**config.mk**
```make
export PLATFORM = sky130hd
export DESIGN_NAME = capu_mod_cell
export DESIGN_NICKNAME = d
export VERILOG_FILES = /design/src/complex_arith_polar_unit_top_assert.svh /design/src/capu_pkg.sv /design/src/capu_mod_cell.sv
export SDC_FILE = /design/constraint.sdc
export NUM_CORES = 1
export LEC_CHECK = 0
export BUFFER_PORTS_ARGS = -buffer_cell sky130_fd_sc_hd__buf_2
export CORE_AREA = 2 2 203 205
export CTS_CLUSTER_DIAMETER = 200
export DETAILED_ROUTE_END_ITERATION = 7
export DIE_AREA = 0 0 205 207
export PLACE_DENSITY = 0.57
export SYNTH_ARGS = -nofsm -noshare
export SYNTH_HDL_FRONTEND = slang
export SYNTH_SLANG_ARGS = --single-unit
```
**constraint.sdc**
```tcl
create_clock -name clk -period 12.5 [get_ports clk]
set_input_delay 0 -clock clk [delete_from_list [all_inputs] [get_ports clk]]
set_output_delay 0 -clock clk [all_outputs]
set_load 0.05 [all_outputs]
```
**src/complex_arith_polar_unit_top_assert.svh**
```systemverilog
`ifndef COMPLEX_ARITH_POLAR_UNIT_TOP_ASSERT_SVH
`define COMPLEX_ARITH_POLAR_UNIT_TOP_ASSERT_SVH

// same-cycle implication, sampled on clk, off during rst
`define CAPU_ASSERT_NOW(lbl, ante, cons, msg) \
  lbl: assert property (@(posedge clk) disable iff (rst) (ante) |-> (cons)) else $error(msg);

// next-cycle implication, sampled on clk, off during rst
`define CAPU_ASSERT_NEXT(lbl, ante, cons, msg) \
  lbl: assert property (@(posedge clk) disable iff (rst) (ante) |=> (cons)) else $error(msg);

`endif

```
**src/capu_pkg.sv**
```systemverilog
package capu_pkg;

  localparam int FRAC_BITS = 16;
  localparam int GUARD = 24;
  localparam int MOD_STEPS = 14;

  typedef enum logic [2:0] {
    FN_ADD = 3'd0,
    FN_SUB = 3'd1,
    FN_MUL = 3'd2,
    FN_R2P = 3'd3,
    FN_P2R = 3'd4
  } func_t;

  typedef struct packed {
    func_t              func;
    logic               neg;
    logic               zero;
    logic signed [63:0] x;
    logic signed [63:0] y;
    logic signed [63:0] z;
    logic signed [63:0] w;
  } rec_t;

  // shift-subtract quotient of nonnegative operands, elaboration only
  function automatic longint udiv(input longint num, input longint den);
    logic [63:0] nb;
    logic [64:0] rem;
    logic [63:0] quo;
    nb = num;
    rem = '0;
    quo = '0;
    for (int i = 63; i >= 0; i--) begin
      rem = {rem[63:0], nb[i]};
      if (rem >= {1'b0, den}) begin
        rem = rem - {1'b0, den};
        quo[i] = 1'b1;
      end
    end
    return longint'(quo);
  endfunction

  // pi in Q60 by Machin's formula
  function automatic longint calc_pi_q60();
    longint n;
    longint nn;
    longint term;
    longint t;
    longint sum;
    longint acc;
    acc = 0;
    for (int m = 0; m < 2; m++) begin
      n = (m == 0) ? 64'sd5 : 64'sd239;
      term = udiv(64'sd1 <<< 60, n);
      nn = n * n;
      sum = 0;
      for (int k = 0; k < 64; k++) begin
        if (term != 0) begin
          t = udiv(term, longint'(2 * k + 1));
          sum = ((k & 1) == 1) ? sum - t : sum + t;
          term = udiv(term, nn);
        end
      end
      acc = (m == 0) ? acc + 4 * sum : acc - sum;
    end
    return 4 * acc;
  endfunction

  localparam longint PI_Q60 = calc_pi_q60();
  localparam longint HALF_PI_Q60 = PI_Q60 / 2;
  localparam longint TWOPI_Q46 = PI_Q60 >>> (29 - FRAC_BITS);
  localparam longint DEG_Q24 = (longint'(180) <<< 55) / (PI_Q60 >>> 29);

  function automatic longint atan_q60(input int i);
    longint sum;
    longint t;
    int e;
    sum = 0;
    if (i == 0) begin
      sum = PI_Q60 / 4;
    end else begin
      for (int k = 0; k < 31; k++) begin
        e = i * (2 * k + 1);
        if (e <= 60) begin
          t = udiv(64'sd1 <<< (60 - e), longint'(2 * k + 1));
          sum = ((k & 1) == 1) ? sum - t : sum + t;
        end
      end
    end
    return sum;
  endfunction

  // CORDIC gain 1/prod(sqrt(1+2^-2i)) in Q30
  function automatic longint gain_q30(input int steps);
    longint k2;
    longint r;
    longint b;
    k2 = 64'sd1 <<< 60;
    for (int i = 0; i < steps; i++) begin
      k2 = k2 - udiv(k2, (64'sd1 <<< (2 * i)) + 64'sd1);
    end
    r = 0;
    b = 64'sd1 <<< 62;
    for (int j = 0; j < 32; j++) begin
      if (b > k2) b = b >>> 2;
    end
    for (int j = 0; j < 32; j++) begin
      if (b != 0) begin
        if (k2 >= r + b) begin
          k2 = k2 - (r + b);
          r = (r >>> 1) + b;
        end else begin
          r = r >>> 1;
        end
        b = b >>> 2;
      end
    end
    return r;
  endfunction

endpackage

```
**src/capu_mod_cell.sv**
```systemverilog
module capu_mod_cell #(
  parameter int SH = 0
) (
  input  logic           clk,
  input  logic           rst,
  input  logic           in_valid,
  output logic           in_ready,
  input  capu_pkg::rec_t in_rec,
  output logic           out_valid,
  input  logic           out_ready,
  output capu_pkg::rec_t out_rec
);

  localparam logic [63:0] STEP = 64'(capu_pkg::TWOPI_Q46 <<< SH);

  capu_pkg::rec_t nxt;
  capu_pkg::rec_t q;
  logic vld;

  always_comb begin
    nxt = in_rec;
    if (in_rec.func == capu_pkg::FN_P2R && $unsigned(in_rec.z) >= STEP) begin
      nxt.z = in_rec.z - $signed(STEP);
    end
  end

  assign in_ready = !vld || out_ready;

  always_ff @(posedge clk) begin
    if (rst) begin
      vld <= 1'b0;
    end else if (in_ready) begin
      vld <= in_valid;
    end
    if (in_ready && in_valid) begin
      q <= nxt;
    end
  end

  assign out_valid = vld;
  assign out_rec = q;

endmodule

```
==> impl_metrics.toml <==
[global_route]
grt_max_degree = 87
overflow = 0
grt_util_all_layers_pct = 17.90
grt_pass1_wl_um = 56900
grt_pass1_vias = 9030
antenna_found_initial = 4

[worst_setup_path]
worstSetupStartpointType = "primary input"
cp-end-kind = "flip-flop"
worstPathArrival_ps = 4290
worstSetupPathType = "in -> reg"
path_max_fanout = 25
crit_required_ps = 12800

[clock_network]
clk_latency_ps = 560
h-tree-depth = 1
cts_tree = "built"
cts_resized = 0
cts_sinks = 262
cts_inserted_buffers = 30
root_buffer = "clkbuf_16"
ctsLongestPathBuffers = 3
postCtsSetupRepairBufs = 0
clk_pin_slew_ps = 60
cts_hold_buf = 293

[synthesis]
synth_top_family_by_area = "simple AND/OR/NAND/NOR gates"
synth.top_cell.area_share_pct = 78.01
synth_common_cells = "edfxtp_1 (261), xnor2_1 (41), nand2_1 (34)"
syn-instance-count = 592
synthSimpleGateAreaFrac_pct = 9.265
synth_xor_area_share_pct = 5.479
synth-seq-area-share_pct = 78.21
ys_ff_latch = 262
synth_compound_area_share_pct = 5.205
synth.most_common_cell = "edfxtp_1"
yosysWarningCount = 0
synth_edf_count = 261
synth_area_leaders = "edfxtp_1 (78%), xnor2_1 (3.6%), xor2_1 (1.7%)"
yosysTopAreaCell = "edfxtp_1"
syn_avg_cell_area_sq_um = 16.97
synthAdderAreaFrac_pct = 0.2491
synth_top_flop_cell = "edfxtp_1"
synth.distinct_cells = 59
synthArstFlopShare_pct = 0
synth.cell_area_sq_mm = 0.01005
synth_nets = 859
synth_mux_area_share_pct = 0.09963

[power_and_ir_drop]
power_frac_seq_pct = 43.4
swShare_pct = 28.28
p_per_area_mw_per_mm2 = 140.0
totalPowerFinal_mw = 2.415
p_clk_share_pct = 38.1
p_leak_nw = 7.062
combPwrFrac_pct = 18.4
intPower_mw = 1.732
vdd_drop_max_mv = 0.1069
p_sw_uw = 683.0

[place]
port-buffer-count = 527
dpl.cell_count = 1636
place_congestion = 0.8637
dp_hpwl_um = 28950

[sta]
finalSetupViolations = 0
timing.final.crit_share_pct = 31.87
hold_viol = 0
period_minus_slack_ps = 3984
fmax_ghz = 0.2510
tightest_slew_ps = 1110
fin_setup_tns_ps = 0
slew_headroom_pct = 25.99
slew_violations = 0
clock_skew_ps = 5.060
rsz0062_at_grt = "false"

[job]
drv_cap = 0

[die]
initial_utilization_pct = 24.89
num_io_pins = 528
die_w_um = 205
die_area_sq_mm = 0.04244
rows = 74
die_y_um = 207
coreArea_sq_mm = 0.04037

[drt]
avgRoutedWirePerCell_um = 20.12
via_count = 8598
finalWirelength_um = 39950
drtIter0Drc = 580
drcViolationCount = 0
ant_nets = 0
drt_first_pass_iters = 7
avgViaCountPerCell = 4.331

[outcome]
outcome = "complete, no violations"

[final_layout]
layout.cells.non_filler = 1985
multi_input_area_sq_mm = 0.002044
final_util_pct = 42.73
syn_to_final_growth_pct = 71.68
final_layout_size_suffix_gt1_share_pct = 41.08
ff_latch_area_sq_mm = 0.007858
nets = 1696
nFillCells = 3717

[hold_path]
hold_class = "in -> reg"
[critical path: stages]
cell and delay [ps]:
dlygate4sd3_1 530, buf_2 140, inv_1 90, ha_1 180, or3b_1 390, and2_1 200
or4_1 570, a311oi_2 360, or2_1 900, a211oi_1 150, xor2_1 200, dlygate4sd3_1 570
[power by group through the flow]
| stage | logic, mW | registers, mW | clock network (mW) |
|---|---|---|---|
| finish | 0.445 | 1.05 | 0.921 |
| detailed placement | 0.367 | 1.07 | 0 |
| global route | 0.464 | 1.05 | 0.978 |
| global placement | 0.364 | 1.07 | 0 |
| CTS | 0.445 | 1.05 | 0.950 |
| floorplan | 0.0541 | 1.26 | 0 |
[cell type report]
type                    instances  area share [%]
clock buffers                  34           4.563
inverters                      11          0.2394
multi-input cells             300           11.85
diodes                          2         0.02902
repair buffers                824           32.47
clock inverters                20           1.436
well taps                     532           3.859
flip-flops and latches        262           45.55
[kinds of logic after synthesis]
kind of cell / after synthesis
flops: 262
simple gates: 164
compound gates: 71
xor+xnor: 62
buf+inv: 30
fa+ha+maj: 2
mux: 1
[routing by layer]
metal | vias to the layer above | wire length, um | track usage [%]
met1 | 4176 | 14560 | 19.51
met5 | - | 27 | 0
met4 | 4 | 1798 | 7.740
met3 | 73 | 3141 | 4.327
li1 | 3965 | - | -
met2 | 380 | 20430 | 32.68
[final timing paths]
path	startpoint	end	slack [ps]	depth (start not counted)
worst max-delay path	in_rec[64]	out_rec[112]	8520	12
worst max register to register	out_valid	out_rec[190]	9260	4
worst min register to register	out_valid	out_rec[192]	950	2
worst min-delay path	in_rec[253]	out_rec[253]	150	2
[per-stage QoR]
| step | hold WS, ps | cell area (sq um) | setup WS, ps |
|---|---|---|---|
| floorplan | 69.07 | 10050 | 4889 |
| global placement | 155.5 | 13280 | 9068 |
| detailed placement | 171.0 | 13280 | 9011 |
| CTS | 115.1 | 17240 | 8530 |
| global route | 131.2 | 17250 | 8338 |
| finish | 152.9 | 17250 | 8516 |
[flip-flops by register name, indices dropped and copies added, names as in the netlist]
signal,cells
out_rec,261
out_valid,1
[layout by cell type, fill, tap and decap left out, types with 6 or more instances in the layout]
cell type,n
nor4_1,7
a21o_1,6
buf_2,527
dlygate4sd3_1,293
nand2b_1,8
nor3_1,22
clkbuf_16,31
xor2_1,20
nand3_1,15
nand2_1,34
a21oi_1,14
edfxtp_1,261
o21ai_0,16
inv_1,11
nor2_1,21
nand4_1,9
xnor2_1,41
or3_1,6
No activity file was read; power rests on OpenSTA's default activity.
