### src/complex_arith_polar_unit_top_assert.svh
`ifndef COMPLEX_ARITH_POLAR_UNIT_TOP_ASSERT_SVH
`define COMPLEX_ARITH_POLAR_UNIT_TOP_ASSERT_SVH

// same-cycle implication, sampled on clk, off during rst
`define CAPU_ASSERT_NOW(lbl, ante, cons, msg) \
  lbl: assert property (@(posedge clk) disable iff (rst) (ante) |-> (cons)) else $error(msg);

// next-cycle implication, sampled on clk, off during rst
`define CAPU_ASSERT_NEXT(lbl, ante, cons, msg) \
  lbl: assert property (@(posedge clk) disable iff (rst) (ante) |=> (cons)) else $error(msg);

`endif

### src/capu_pkg.sv
package capu_pkg;

  localparam int FRAC_BITS = 16;
  localparam int GUARD = 24;
  localparam int MOD_STEPS = 14;

  typedef enum logic [2:0] {
    FN_ADD = 3'd0,
    FN_SUB = 3'd1,
    FN_MUL = 3'd2,
    FN_R2P = 3'd3,
    FN_P2R = 3'd4
  } func_t;

  typedef struct packed {
    func_t              func;
    logic               neg;
    logic               zero;
    logic signed [63:0] x;
    logic signed [63:0] y;
    logic signed [63:0] z;
    logic signed [63:0] w;
  } rec_t;

  // shift-subtract quotient of nonnegative operands, elaboration only
  function automatic longint udiv(input longint num, input longint den);
    logic [63:0] nb;
    logic [64:0] rem;
    logic [63:0] quo;
    nb = num;
    rem = '0;
    quo = '0;
    for (int i = 63; i >= 0; i--) begin
      rem = {rem[63:0], nb[i]};
      if (rem >= {1'b0, den}) begin
        rem = rem - {1'b0, den};
        quo[i] = 1'b1;
      end
    end
    return longint'(quo);
  endfunction

  // pi in Q60 by Machin's formula
  function automatic longint calc_pi_q60();
    longint n;
    longint nn;
    longint term;
    longint t;
    longint sum;
    longint acc;
    acc = 0;
    for (int m = 0; m < 2; m++) begin
      n = (m == 0) ? 64'sd5 : 64'sd239;
      term = udiv(64'sd1 <<< 60, n);
      nn = n * n;
      sum = 0;
      for (int k = 0; k < 64; k++) begin
        if (term != 0) begin
          t = udiv(term, longint'(2 * k + 1));
          sum = ((k & 1) == 1) ? sum - t : sum + t;
          term = udiv(term, nn);
        end
      end
      acc = (m == 0) ? acc + 4 * sum : acc - sum;
    end
    return 4 * acc;
  endfunction

  localparam longint PI_Q60 = calc_pi_q60();
  localparam longint HALF_PI_Q60 = PI_Q60 / 2;
  localparam longint TWOPI_Q46 = PI_Q60 >>> (29 - FRAC_BITS);
  localparam longint DEG_Q24 = (longint'(180) <<< 55) / (PI_Q60 >>> 29);

  function automatic longint atan_q60(input int i);
    longint sum;
    longint t;
    int e;
    sum = 0;
    if (i == 0) begin
      sum = PI_Q60 / 4;
    end else begin
      for (int k = 0; k < 31; k++) begin
        e = i * (2 * k + 1);
        if (e <= 60) begin
          t = udiv(64'sd1 <<< (60 - e), longint'(2 * k + 1));
          sum = ((k & 1) == 1) ? sum - t : sum + t;
        end
      end
    end
    return sum;
  endfunction

  // CORDIC gain 1/prod(sqrt(1+2^-2i)) in Q30
  function automatic longint gain_q30(input int steps);
    longint k2;
    longint r;
    longint b;
    k2 = 64'sd1 <<< 60;
    for (int i = 0; i < steps; i++) begin
      k2 = k2 - udiv(k2, (64'sd1 <<< (2 * i)) + 64'sd1);
    end
    r = 0;
    b = 64'sd1 <<< 62;
    for (int j = 0; j < 32; j++) begin
      if (b > k2) b = b >>> 2;
    end
    for (int j = 0; j < 32; j++) begin
      if (b != 0) begin
        if (k2 >= r + b) begin
          k2 = k2 - (r + b);
          r = (r >>> 1) + b;
        end else begin
          r = r >>> 1;
        end
        b = b >>> 2;
      end
    end
    return r;
  endfunction

endpackage

### src/capu_fold.sv
module capu_fold (
  input  logic           clk,
  input  logic           rst,
  input  logic           in_valid,
  output logic           in_ready,
  input  capu_pkg::rec_t in_rec,
  output logic           out_valid,
  input  logic           out_ready,
  output capu_pkg::rec_t out_rec
);

  localparam logic signed [63:0] PI = 64'(capu_pkg::PI_Q60);
  localparam logic signed [63:0] HALF = 64'(capu_pkg::HALF_PI_Q60);

  capu_pkg::rec_t n1;
  capu_pkg::rec_t q1;
  capu_pkg::rec_t n2;
  capu_pkg::rec_t q2;
  logic vld1;
  logic vld2;
  logic rdy2;
  logic signed [64:0] mdiff;
  logic signed [64:0] msum;
  logic signed [63:0] zz;

  // mul: floor of exact product sums; p2r: gain shift and wrap into (-pi, pi]
  always_comb begin
    n1 = in_rec;
    mdiff = $signed({in_rec.x[63], in_rec.x}) - $signed({in_rec.y[63], in_rec.y});
    msum = $signed({in_rec.z[63], in_rec.z}) + $signed({in_rec.w[63], in_rec.w});
    zz = in_rec.z <<< (30 - capu_pkg::FRAC_BITS);
    case (in_rec.func)
      capu_pkg::FN_MUL: begin
        n1.x = 64'(mdiff >>> capu_pkg::FRAC_BITS);
        n1.y = 64'(msum >>> capu_pkg::FRAC_BITS);
      end
      capu_pkg::FN_P2R: begin
        n1.x = in_rec.x >>> (30 - capu_pkg::GUARD);
        n1.z = (zz > PI) ? zz - (PI <<< 1) : zz;
      end
      default: begin
        n1 = in_rec;
      end
    endcase
  end

  // fold into [-pi/2, pi/2], neg marks a half-turn
  always_comb begin
    n2 = q1;
    if (q1.func == capu_pkg::FN_P2R) begin
      n2.neg = 1'b0;
      if (q1.z > HALF) begin
        n2.z = q1.z - PI;
        n2.neg = 1'b1;
      end else if (q1.z < -HALF) begin
        n2.z = q1.z + PI;
        n2.neg = 1'b1;
      end
    end
  end

  assign rdy2 = !vld2 || out_ready;
  assign in_ready = !vld1 || rdy2;

  always_ff @(posedge clk) begin
    if (rst) begin
      vld1 <= 1'b0;
      vld2 <= 1'b0;
    end else begin
      if (in_ready) vld1 <= in_valid;
      if (rdy2) vld2 <= vld1;
    end
    if (in_ready && in_valid) q1 <= n1;
    if (rdy2 && vld1) q2 <= n2;
  end

  assign out_valid = vld2;
  assign out_rec = q2;

endmodule

### config.mk
export PLATFORM = sky130hd
export DESIGN_NAME = capu_fold
export DESIGN_NICKNAME = d
export VERILOG_FILES = /design/src/complex_arith_polar_unit_top_assert.svh /design/src/capu_pkg.sv /design/src/capu_fold.sv
export SDC_FILE = /design/constraint.sdc
export NUM_CORES = 1
export LEC_CHECK = 0
export BUFFER_PORTS_ARGS = -buffer_cell sky130_fd_sc_hd__buf_2
export CAP_MARGIN = 20
export CORE_MARGIN = 5
export CORE_UTILIZATION = 30
export CTS_CLUSTER_SIZE = 20
export DETAILED_ROUTE_END_ITERATION = 16
export PLACE_DENSITY_LB_ADDON = 0.15
export SKIP_LAST_GASP = 1
export SYNTH_ARGS = -nofsm -noshare
export SYNTH_HDL_FRONTEND = slang
export SYNTH_SLANG_ARGS = --single-unit
export TNS_END_PERCENT = 5
### constraint.sdc
create_clock -name clk -period 18.38 [get_ports clk]
set_clock_uncertainty 0.05 [all_clocks]
set_input_delay 0.919 -clock clk [delete_from_list [all_inputs] [get_ports clk]]
set_output_delay 0.919 -clock clk [all_outputs]
set_load 0.1 [all_outputs]
==> results.txt <==
* CORE AREA: just under 100,000 µm²
* Count of placed standard cells in the final layout, fillers left out: 4,625
- PortBufs: 527
* Number of H-tree branching levels: 2
- In this run the cell area of the synthesized design comes to 29,700 µm².
- The most numerous cell type found on the critical path is nor4_1.
- Total count of hold-check failures in the final report: 0
* Highest net fanout along the worst path: 41
* Total number of yosys warnings: 0
- Data arrival time at the worst-slack endpoint: 4720 ps
- Routed vias/inst: 5.26
- For this design the top-level I/O count stands at ~530.
* Remaining antenna violation count after routing: 0
- The multi-input combinational cells in the finished layout cover a total of around 13,000 µm².
- The tightest min-delay check is of the register to register type.
- Sort of element at the start of the critical path: register
* Via count of the first global-routing pass: 24,300
- Run status: completed
- Overall Global Routing Usage: 0.203
- Instance count after placement with tap cells included: between 4,000 and 5,000
- Along the worst hold path, the cell count comes to 0.
- At the pin with the least slew margin, the transition time is around 1100 ps.
* Placer congestion estimate: 0.861
- Half-perimeter wire length of the detailed placement result: 86,300 µm
- Count of cells along the worst register-to-register path: 11
* Leakage power of the design: around 14 nW
* Highest clock rate: 227 MHz
- Headroom to the max-slew limit came out at 0.299.
- Setup total negative slack on the finished layout was measured at 0 ps.
- Critical path buffer and inverter count: 1
- In this run, synthesis inferred 522 flip-flops with an integrated enable.
- At the end of the flow, the number of nets in the layout was 3,668.
- Compared with the post-synthesis result, the final layout area differs by 19.7%.
* Critical path, cell by cell: nor4_1, nand4_1, nor4_1, a221o_1, a32o_1, o21a_1, buf_4, nand2_1, nand2b_4, o21ai_0, xnor2_1
- Number of synthesized register bits: 524
- Post-cts hold buffer count: 0
- The later pin in the worst-skew pair is clocked with a latency of approximately 640 ps.
* DRT iter0 DRCs: between 1,500 and 2,000
* Total of fill cells in the finished design: 9,978
- Number of buffers added for setup after CTS: 0
* Number of detailed-route iterations in the first pass: 5
- Delay of the slowest cell on the worst path: between 700 and 800 ps
- Entering global routing, the biggest net connects 144 pins.
- Post-Synthesis Net Count: 3,229
- Among all flip-flop cells after synthesis, the most frequent one is edfxtp_1.
- Horizontal die dimension: 324 µm
- CTS tree: built
- Post-cts resize count: 0
- Global route overflow: 0
- Final setup viols: 0
- After layout, the minimum clock period comes to 4400 ps.
- Dividing the synthesized area by the synthesized cell count gives 10.5 µm².
* Wirelength, routed: 112,000 µm
- At the worst endpoint, the required time is 18,700 ps.
- Clock transition at path regs: 70 ps
* Global-route wire length before repair: 162,000 µm
- Share of the clock period used by the worst path after layout: 0.240
- Among cell families on the critical path, the largest total delay comes from simple AND/OR/NAND/NOR gates.
- Of the synthesized area, sequential elements account for 0.530.
* Die Outline Area: roughly 110,000 µm²
- Count of unresolved DRC violations after routing: 0
- The initial utilization of the core area, before any placement, comes to 0.302.
- WS Path Type: register to register
- Total count of max-transition violations in the final report: 0
* Critical path endpoint category: register
* Share of synthesized registers carrying an async set or reset: 0
- Share of post-route cells with drive strength above 1: 0.201
- Dividing the detail-routed wire length by the instance count gives 24.2 µm.
- Summing all flip-flop and latch instances after layout gives about 16,000 µm².
* Total number of vias: 24,300
* Clock Root Buffer: clkbuf_16
- In this run the number of cells on the critical path is 11.
- For this design, the sink count on the clock tree is 524.
- VDD sags by at most 0.0738 mV.
- Unique masters post-synth: 80
- The number of antenna violations at the first check in global routing is 27.
- The largest individual stage delay along the critical path comes from the cell nor4_1.
- Inserted Clock Buffers: 60
* Max Cap Violations: 0
- Setup repair after global routing missed its margin: no
- Cell area power density: 97.8 nW/µm²
* Die outline height: between 300 and 400 µm
* # rows: between 100 and 150
- Max Root-Sink Buffers: 3
- Synthesis produced 2,835 cells.
-- final cells by class --
cell class | count | area share
inverters | 119 | 0.0126
diodes | 15 | 0.00106
clock inverters | 36 | 0.0119
clock buffers | 75 | 0.0448
repair buffers | 547 | 0.0789
flip-flops and latches | 524 | 0.443
well taps | 1287 | 0.0454
multi-input cells | 2022 | 0.363
-- synthesized netlist by cell type, drive strengths merged, types with 66 or more instances --
| library cell | n | area share |
|---|---|---|
| xor2 | 66 | 0.019 |
| inv | 119 | 0.015 |
| ha | 129 | 0.054 |
| clkbuf | 148 | 0.019 |
| edfxtp | 522 | 0.53 |
| nand3 | 66 | 0.011 |
| a21oi | 205 | 0.035 |
| xnor2 | 116 | 0.034 |
| nand2 | 301 | 0.038 |
| o21ai | 257 | 0.043 |
| nor2 | 173 | 0.022 |
| a21o | 72 | 0.018 |
-- final timing paths --
path | from | endpoint | slack, ps
worst max-delay path | q1[88] | out_rec[72] | 13980
worst max register to register | q1[88] | out_rec[72] | 13980
worst min-delay path | n2[214] | out_rec[214] | 360
worst min register to register | n2[214] | out_rec[214] | 360
-- through the flow --
stage               total power, W  setup WS (ps)  utilization  instance area [µm²]  hold WS, ps
floorplan                  0.00202           4920            -                29700          350
global placement           0.00226          13700        0.340                33400          351
detailed placement         0.00225          13720        0.340                33400          355
CTS                        0.00351          14040        0.361                35500          342
global route               0.00362          13850        0.361                35500          349
finish                     0.00347          13980        0.361                35500          356
-- where the power goes --
group          switching (W)  internal [W]
clock               0.000508      0.000738
sequential         0.0000443       0.00141
combinational       0.000574      0.000198
-- flip-flops by register name, indices dropped and copies added, names as in the netlist --
signal,cells
out_rec,261
n2,196
q1,65
out_valid,1
vld1,1
-- logic make-up (layout without fill, tap and decap cells) --
| logic type | count (synthesis) | after routing | share of synthesized area |
|---|---|---|---|
| muxes | 12 | 12 | 0.00413 |
| AOI/OAI and AO/OA | 875 | 875 | 0.187 |
| buffers and inverters | 289 | 777 | 0.0377 |
| DFF | 524 | 524 | 0.530 |
| adders and majority gates | 129 | 129 | 0.0544 |
| other | 0 | 15 | 0 |
| and+or+nand+nor | 824 | 824 | 0.133 |
| xor gates and xnor gates | 182 | 182 | 0.0537 |
-- layer usage --
layer,GRT usage,part of all wire,up-vias
li1,-,-,11600
met1,0.267,0.43,11800
met2,0.344,0.48,770
met3,0.0358,0.057,166
met4,0.0595,0.027,8
met5,0,0.00041,-
-- cell usage in the layout (no fill, tap or decap), types with 10 or more instances in the layout --
cell type  synthesis  routed
xor2_1            66      66
buf_4              0      19
o21bai_1          24      24
nand2b_1          16      16
a21oi_1          205     205
nor2b_1           11      10
a22oi_1           47      47
ha_1             129     129
nor3b_1           12      12
xnor2_1          116     116
a211oi_1          33      33
mux2i_1           10      10
and3_1            23      23
and2_1            22      19
edfxtp_1         522     522
nand3_1           64      64
o21ai_0          253     253
o21a_1            27      27
a221o_1           18      18
clkbuf_1         148      13
nor4_1            26      26
or4_1             11      11
buf_2             15     527
inv_1            119     119
a21o_1            72      72
nand4_1           55      55
o211ai_1          45      45
or3_1             16      16
nor3_1            55      55
clkinv_1           0      10
diode_2            0      15
nand2_1          301     299
nor2_1           173     172
and4_1            11      11
a31oi_1           36      36
o31ai_1           20      20
clkbuf_16          0      61
Note: power is estimated with default switching activity, not from simulation.
