[src/complex_arith_polar_unit_top_assert.svh]
`ifndef COMPLEX_ARITH_POLAR_UNIT_TOP_ASSERT_SVH
`define COMPLEX_ARITH_POLAR_UNIT_TOP_ASSERT_SVH

// same-cycle implication, sampled on clk, off during rst
`define CAPU_ASSERT_NOW(lbl, ante, cons, msg) \
  lbl: assert property (@(posedge clk) disable iff (rst) (ante) |-> (cons)) else $error(msg);

// next-cycle implication, sampled on clk, off during rst
`define CAPU_ASSERT_NEXT(lbl, ante, cons, msg) \
  lbl: assert property (@(posedge clk) disable iff (rst) (ante) |=> (cons)) else $error(msg);

`endif

[src/capu_pkg.sv]
package capu_pkg;

  localparam int FRAC_BITS = 16;
  localparam int GUARD = 24;
  localparam int MOD_STEPS = 14;

  typedef enum logic [2:0] {
    FN_ADD = 3'd0,
    FN_SUB = 3'd1,
    FN_MUL = 3'd2,
    FN_R2P = 3'd3,
    FN_P2R = 3'd4
  } func_t;

  typedef struct packed {
    func_t              func;
    logic               neg;
    logic               zero;
    logic signed [63:0] x;
    logic signed [63:0] y;
    logic signed [63:0] z;
    logic signed [63:0] w;
  } rec_t;

  // shift-subtract quotient of nonnegative operands, elaboration only
  function automatic longint udiv(input longint num, input longint den);
    logic [63:0] nb;
    logic [64:0] rem;
    logic [63:0] quo;
    nb = num;
    rem = '0;
    quo = '0;
    for (int i = 63; i >= 0; i--) begin
      rem = {rem[63:0], nb[i]};
      if (rem >= {1'b0, den}) begin
        rem = rem - {1'b0, den};
        quo[i] = 1'b1;
      end
    end
    return longint'(quo);
  endfunction

  // pi in Q60 by Machin's formula
  function automatic longint calc_pi_q60();
    longint n;
    longint nn;
    longint term;
    longint t;
    longint sum;
    longint acc;
    acc = 0;
    for (int m = 0; m < 2; m++) begin
      n = (m == 0) ? 64'sd5 : 64'sd239;
      term = udiv(64'sd1 <<< 60, n);
      nn = n * n;
      sum = 0;
      for (int k = 0; k < 64; k++) begin
        if (term != 0) begin
          t = udiv(term, longint'(2 * k + 1));
          sum = ((k & 1) == 1) ? sum - t : sum + t;
          term = udiv(term, nn);
        end
      end
      acc = (m == 0) ? acc + 4 * sum : acc - sum;
    end
    return 4 * acc;
  endfunction

  localparam longint PI_Q60 = calc_pi_q60();
  localparam longint HALF_PI_Q60 = PI_Q60 / 2;
  localparam longint TWOPI_Q46 = PI_Q60 >>> (29 - FRAC_BITS);
  localparam longint DEG_Q24 = (longint'(180) <<< 55) / (PI_Q60 >>> 29);

  function automatic longint atan_q60(input int i);
    longint sum;
    longint t;
    int e;
    sum = 0;
    if (i == 0) begin
      sum = PI_Q60 / 4;
    end else begin
      for (int k = 0; k < 31; k++) begin
        e = i * (2 * k + 1);
        if (e <= 60) begin
          t = udiv(64'sd1 <<< (60 - e), longint'(2 * k + 1));
          sum = ((k & 1) == 1) ? sum - t : sum + t;
        end
      end
    end
    return sum;
  endfunction

  // CORDIC gain 1/prod(sqrt(1+2^-2i)) in Q30
  function automatic longint gain_q30(input int steps);
    longint k2;
    longint r;
    longint b;
    k2 = 64'sd1 <<< 60;
    for (int i = 0; i < steps; i++) begin
      k2 = k2 - udiv(k2, (64'sd1 <<< (2 * i)) + 64'sd1);
    end
    r = 0;
    b = 64'sd1 <<< 62;
    for (int j = 0; j < 32; j++) begin
      if (b > k2) b = b >>> 2;
    end
    for (int j = 0; j < 32; j++) begin
      if (b != 0) begin
        if (k2 >= r + b) begin
          k2 = k2 - (r + b);
          r = (r >>> 1) + b;
        end else begin
          r = r >>> 1;
        end
        b = b >>> 2;
      end
    end
    return r;
  endfunction

endpackage

[src/capu_post.sv]
`include "complex_arith_polar_unit_top_assert.svh"

module capu_post #(
  parameter int STEPS = 16
) (
  input  logic               clk,
  input  logic               rst,
  input  logic               in_valid,
  output logic               in_ready,
  input  capu_pkg::rec_t     in_rec,
  output logic               out_valid,
  input  logic               out_ready,
  output logic signed [31:0] res_first,
  output logic signed [31:0] res_second,
  output logic               saturated
);

  localparam logic [29:0] KQ30 = 30'(capu_pkg::gain_q30(STEPS));
  localparam logic signed [31:0] DEGQ = 32'(capu_pkg::DEG_Q24);
  localparam logic signed [63:0] ANG90 = 64'sd90 <<< capu_pkg::FRAC_BITS;
  localparam logic signed [63:0] ANG180 = 64'sd180 <<< capu_pkg::FRAC_BITS;
  localparam logic signed [63:0] LIM_HI = 64'sd2147483647;
  localparam logic signed [63:0] LIM_LO = -64'sd2147483648;
  localparam logic signed [31:0] OUT_HI = 32'sh7fffffff;
  localparam logic signed [31:0] OUT_LO = 32'sh80000000;
  // CORDIC residue can push the angle slightly past +-90 degrees
  localparam logic signed [31:0] ANG_LO = -(32'sd91 <<< capu_pkg::FRAC_BITS);
  localparam logic signed [31:0] ANG_HI = 32'sd271 <<< capu_pkg::FRAC_BITS;

  capu_pkg::rec_t n1;
  capu_pkg::rec_t q1;
  capu_pkg::func_t func_q;
  logic vld1;
  logic rdy2;
  logic [26:0] xh;
  logic [29:0] xl;
  logic [56:0] mag_hi;
  logic [59:0] mag_lo;
  logic signed [31:0] zq;
  logic signed [63:0] ang_prod;
  logic signed [63:0] r1;
  logic signed [63:0] r2;
  logic signed [63:0] ang;
  logic sat1;
  logic sat2;
  logic clamped;
  logic r2p_out;
  logic ang_ok;
  logic unused_out;
  logic res_zero;

  assign xh = in_rec.x[56:30];
  assign xl = in_rec.x[29:0];
  assign mag_hi = xh * KQ30;
  assign mag_lo = xl * KQ30;
  assign zq = 32'(in_rec.z >>> 30);
  assign ang_prod = zq * DEGQ;

  always_comb begin
    n1 = in_rec;
    case (in_rec.func)
      capu_pkg::FN_R2P: begin
        if (in_rec.zero) begin
          n1.x = in_rec.w[63] ? -in_rec.w : in_rec.w;
          n1.y = (in_rec.w > 0) ? ANG90 : ((in_rec.w < 0) ? -ANG90 : 64'sd0);
        end else begin
          n1.x = 64'(mag_hi);
          n1.y = 64'(mag_lo >> 30);
          n1.z = ang_prod;
        end
      end
      capu_pkg::FN_P2R: begin
        n1.x = in_rec.neg ? -(in_rec.x >>> capu_pkg::GUARD) : in_rec.x >>> capu_pkg::GUARD;
        n1.y = in_rec.neg ? -(in_rec.y >>> capu_pkg::GUARD) : in_rec.y >>> capu_pkg::GUARD;
      end
      default: begin
        n1 = in_rec;
      end
    endcase
  end

  always_comb begin
    ang = q1.z >>> (54 - capu_pkg::FRAC_BITS);
    case (q1.func)
      capu_pkg::FN_ADD, capu_pkg::FN_SUB, capu_pkg::FN_MUL, capu_pkg::FN_P2R: begin
        r1 = q1.x;
        r2 = q1.y;
      end
      capu_pkg::FN_R2P: begin
        if (q1.zero) begin
          r1 = q1.x;
          r2 = q1.y;
        end else begin
          r1 = (q1.x + q1.y) >>> capu_pkg::GUARD;
          r2 = q1.neg ? ANG180 - ang : ang;
        end
      end
      default: begin
        r1 = '0;
        r2 = '0;
      end
    endcase
    sat1 = (r1 > LIM_HI) || (r1 < LIM_LO);
    sat2 = (r2 > LIM_HI) || (r2 < LIM_LO);
  end

  assign rdy2 = !out_valid || out_ready;
  assign in_ready = !vld1 || rdy2;

  always_ff @(posedge clk) begin
    if (rst) begin
      vld1 <= 1'b0;
      out_valid <= 1'b0;
    end else begin
      if (in_ready) vld1 <= in_valid;
      if (rdy2) out_valid <= vld1;
    end
    if (in_ready && in_valid) q1 <= n1;
    if (rdy2 && vld1) begin
      func_q <= q1.func;
      res_first <= (r1 > LIM_HI) ? OUT_HI : ((r1 < LIM_LO) ? OUT_LO : 32'(r1));
      res_second <= (r2 > LIM_HI) ? OUT_HI : ((r2 < LIM_LO) ? OUT_LO : 32'(r2));
      saturated <= sat1 || sat2;
    end
  end

  assign clamped = res_first == OUT_HI || res_first == OUT_LO ||
                   res_second == OUT_HI || res_second == OUT_LO;
  assign r2p_out = out_valid && func_q == capu_pkg::FN_R2P;
  assign ang_ok = res_second >= ANG_LO && res_second <= ANG_HI;
  assign unused_out = out_valid && !(func_q inside {capu_pkg::FN_ADD, capu_pkg::FN_SUB,
                      capu_pkg::FN_MUL, capu_pkg::FN_R2P, capu_pkg::FN_P2R});
  assign res_zero = res_first == 32'sd0 && res_second == 32'sd0 && !saturated;

  `CAPU_ASSERT_NOW(a_sat_bound, out_valid && saturated, clamped, "saturated without a clamped field")
  `CAPU_ASSERT_NOW(a_angle_range, r2p_out, ang_ok, "polar angle out of range")
  `CAPU_ASSERT_NOW(a_unused_zero, unused_out, res_zero, "unused function gave a nonzero result")
  `CAPU_ASSERT_NEXT(a_stage_move, vld1 && rdy2, out_valid, "finished transaction lost at the output stage")

endmodule
[config.mk]
export PLATFORM = sky130hd
export DESIGN_NAME = capu_post
export DESIGN_NICKNAME = d
export VERILOG_FILES = /design/src/capu_pkg.sv /design/src/capu_post.sv
export VERILOG_INCLUDE_DIRS = /design/src /design/src/src
export SDC_FILE = /design/constraint.sdc
export NUM_CORES = 2
export LEC_CHECK = 0
export BUFFER_PORTS_ARGS = -buffer_cell sky130_fd_sc_hd__buf_2
export CAP_MARGIN = 20
export CORE_UTILIZATION = 65
export DETAILED_ROUTE_END_ITERATION = 8
export PLACE_DENSITY = 0.84
export SYNTH_ARGS = -nofsm -noshare
export SYNTH_HDL_FRONTEND = slang
export SYNTH_SLANG_ARGS = --single-unit
[constraint.sdc]
create_clock -name clk -period 19.8 [get_ports clk]
set_clock_uncertainty 0.15 [all_clocks]
set_input_delay 3.96 -clock clk [delete_from_list [all_inputs] [get_ports clk]]
set_output_delay 3.96 -clock clk [all_outputs]
set_load 0.005 [all_outputs]
==> run metrics <==
Port Buffer Count 301; DPL Wire Length 181.6 mm; met1 wire length 84.09 mm; max_slew headroom 26.83%; FF+latch area 6766 um2; Worst Setup Path Type in -> reg; Synth Register Bits 226; initial core utilization 66.02%; share of cells above drive strength 1 6.184%; Die X 319.1 um; fin crit period 12120 ps; DRC 1; CTS tree done; Multi-input gate area 51290 um2; DRT antenna net count 0; Worst EP required 19910 ps; Crit. End Element register; Crit path largest cell delay 560 ps; commonest non-fill, non-tap cell in the layout inv_1; largest net degree at the start of global routing 99; Fillers 7617; Largest delay share family, worst path adder cells; CTS Hold Buffers Added 0; routed length on met2 90.44 mm; vias in the first global route 51.99k; routability congestion estimate 1.066; post-synthesis cell count 6716; max-cap violations 0; clock buffer count from CTS 24; cell total after placement 8180; Syn Area/Cell 9.732 um2; Fin. Hold Viols 0; CP max-delay cell fa_1; Seq/Total Area, Yosys 10.35%; Cell Area, Synth 65360 um2; total gr overflow 0; Synth async-reset ratio 0%; CTS max path bufs 3; violated checks DRC; CP max FO 8; initial antenna violation count 11; Post-CTS Setup Bufs 0; cell type with the largest total area after synthesis fa_1; via-per-instance ratio 6.135; non-filler cells, final 8235; area delta synth->final 5.485%; io pins 332; Hold WS 381.2 ps; first-pass GRT wire length 316.1 mm; setup_tns 0 ps; DR pass1 iterations 9; crit path launch type input pin; yosys warns 0; number of synthesized flops with an enable pin 224; highest metal used met5; Worst-Skew Late Latency 540 ps; Die Span Y 319.1 um; HP Class reg -> reg; Final nets 9387; Die ar. 101800 um2; unrepaired setup endpoints after global routing no; Clock Pin Slew Worst Setup and Hold Paths 60 ps; Tcrit/Tclk final 61.21%; PostCTS Resize Cnt 0; Yosys cell types 84; fmax 0.08251 GHz; Mapped Nets 9184; Core ar. 98990 um2; Crit path arrival time 12230 ps; Finished Core Util 69.64%; Final Setup Violations 0; synth top area cells fa_1 37%, ha_1 19%, inv_1 10%; Top cell by count, worst path fa_1; DRT iter0 DRCs 5378; most common flop cell mapped by yosys edfxtp_1; num rows 115; Synth top area share 36.51%; gr usage total 41.79%; commonest cells after routing, fill and taps aside 1804 x inv_1, 1192 x fa_1, 1011 x ha_1; Buf/Inv on CP 7; DR WL/cell 25.39 um; met3 wire length 24.80 mm; htree depth 1; WL final 209.1 mm; routed via count 50.53k; Root Driver clkbuf_16; Clock Sinks 226; worst-margin pin slew 1098 ps; Max Slew Vio Count 0; status finished, violations left
-- worst reg2reg max path: stages, from the launching register on --
cell and delay (ps):
edfxtp_1 540, ha_1 550, nand4_1 220, nor4_1 590, nand4_1 180, o221ai_1 410
o21ai_1 310, a311oi_1 380, or3_1 150, a32o_1 220, and4_1 190, nand4_1 670
a22oi_1 640
-- kinds of logic (layout without fill, tap and decap cells) --
group / count (synthesis) / count (layout) / synth area share (%)
compound gates: 1132 / 1132 / 11.31
mux: 25 / 25 / 0.3886
buf+inv: 1954 / 2175 / 11.24
other cells: 0 / 11 / 0
simple gates: 874 / 874 / 6.773
flops: 226 / 226 / 10.35
xor+xnor: 300 / 300 / 4.043
fa+ha+maj: 2205 / 2205 / 55.90
-- metal layers --
layer | global-route usage [%] | vias to the layer above
li1 | - | 22200
met3 | 11.37 | 491
met2 | 62.62 | 2782
met5 | 0 | -
met4 | 16.10 | 4
met1 | 57.96 | 25050
-- state kept, by name, summed over array words and instances (netlist names) --
signal,cells
ang,26
saturated,1
q1,133
res_second,32
res_first,32
vld1,1
out_valid,1
-- worst paths after layout --
kind	startpoint	to	slack, ps	cells past startpoint
max reg2reg	q1[222]	res_first[16]	14350	12
min reg2reg	vld1	out_valid	380	2
max	in_rec[104]	ang[23]	7680	27
min	vld1	out_valid	380	2
-- stage by stage --
| step | setup slack [ps] | area, um2 |
|---|---|---|
| 6_report | 7680 | 68940 |
| 5_1_grt | 7201 | 68940 |
| 4_1_cts | 7770 | 68910 |
| 3_5_place_dp | 7223 | 68130 |
| 3_3_place_gp | 7228 | 68130 |
| 2_1_floorplan | 8634 | 65360 |
-- synth_stat cells, types with 26 or more instances --
library cell,count
fa_1,1192
o21ai_0,292
ha_1,1011
clkbuf_1,134
xor2_1,112
o21a_1,33
o31ai_1,49
and3_1,26
nand3_1,68
or3_1,32
a31oi_1,26
xnor2_1,187
nand4_1,73
nor4_1,39
nand2_1,248
a21oi_1,230
a211oi_1,29
a21o_1,120
nand2b_1,27
nor2_1,169
nor3_1,63
inv_1,1804
o211ai_1,34
a22oi_1,105
edfxtp_1,224
-- cell type report --
class	count	share of cell area [%]
diodes	11	0.03993
clock buffers	27	0.9183
clock inverters	17	0.2141
inverters	1805	9.827
multi-input cells	4536	74.39
flip-flops and latches	226	9.815
well taps	1287	2.336
repair buffers	326	2.457
Power is not shown: default switching activity piles up to over one toggle a cycle in this logic, so the estimate is an artifact.
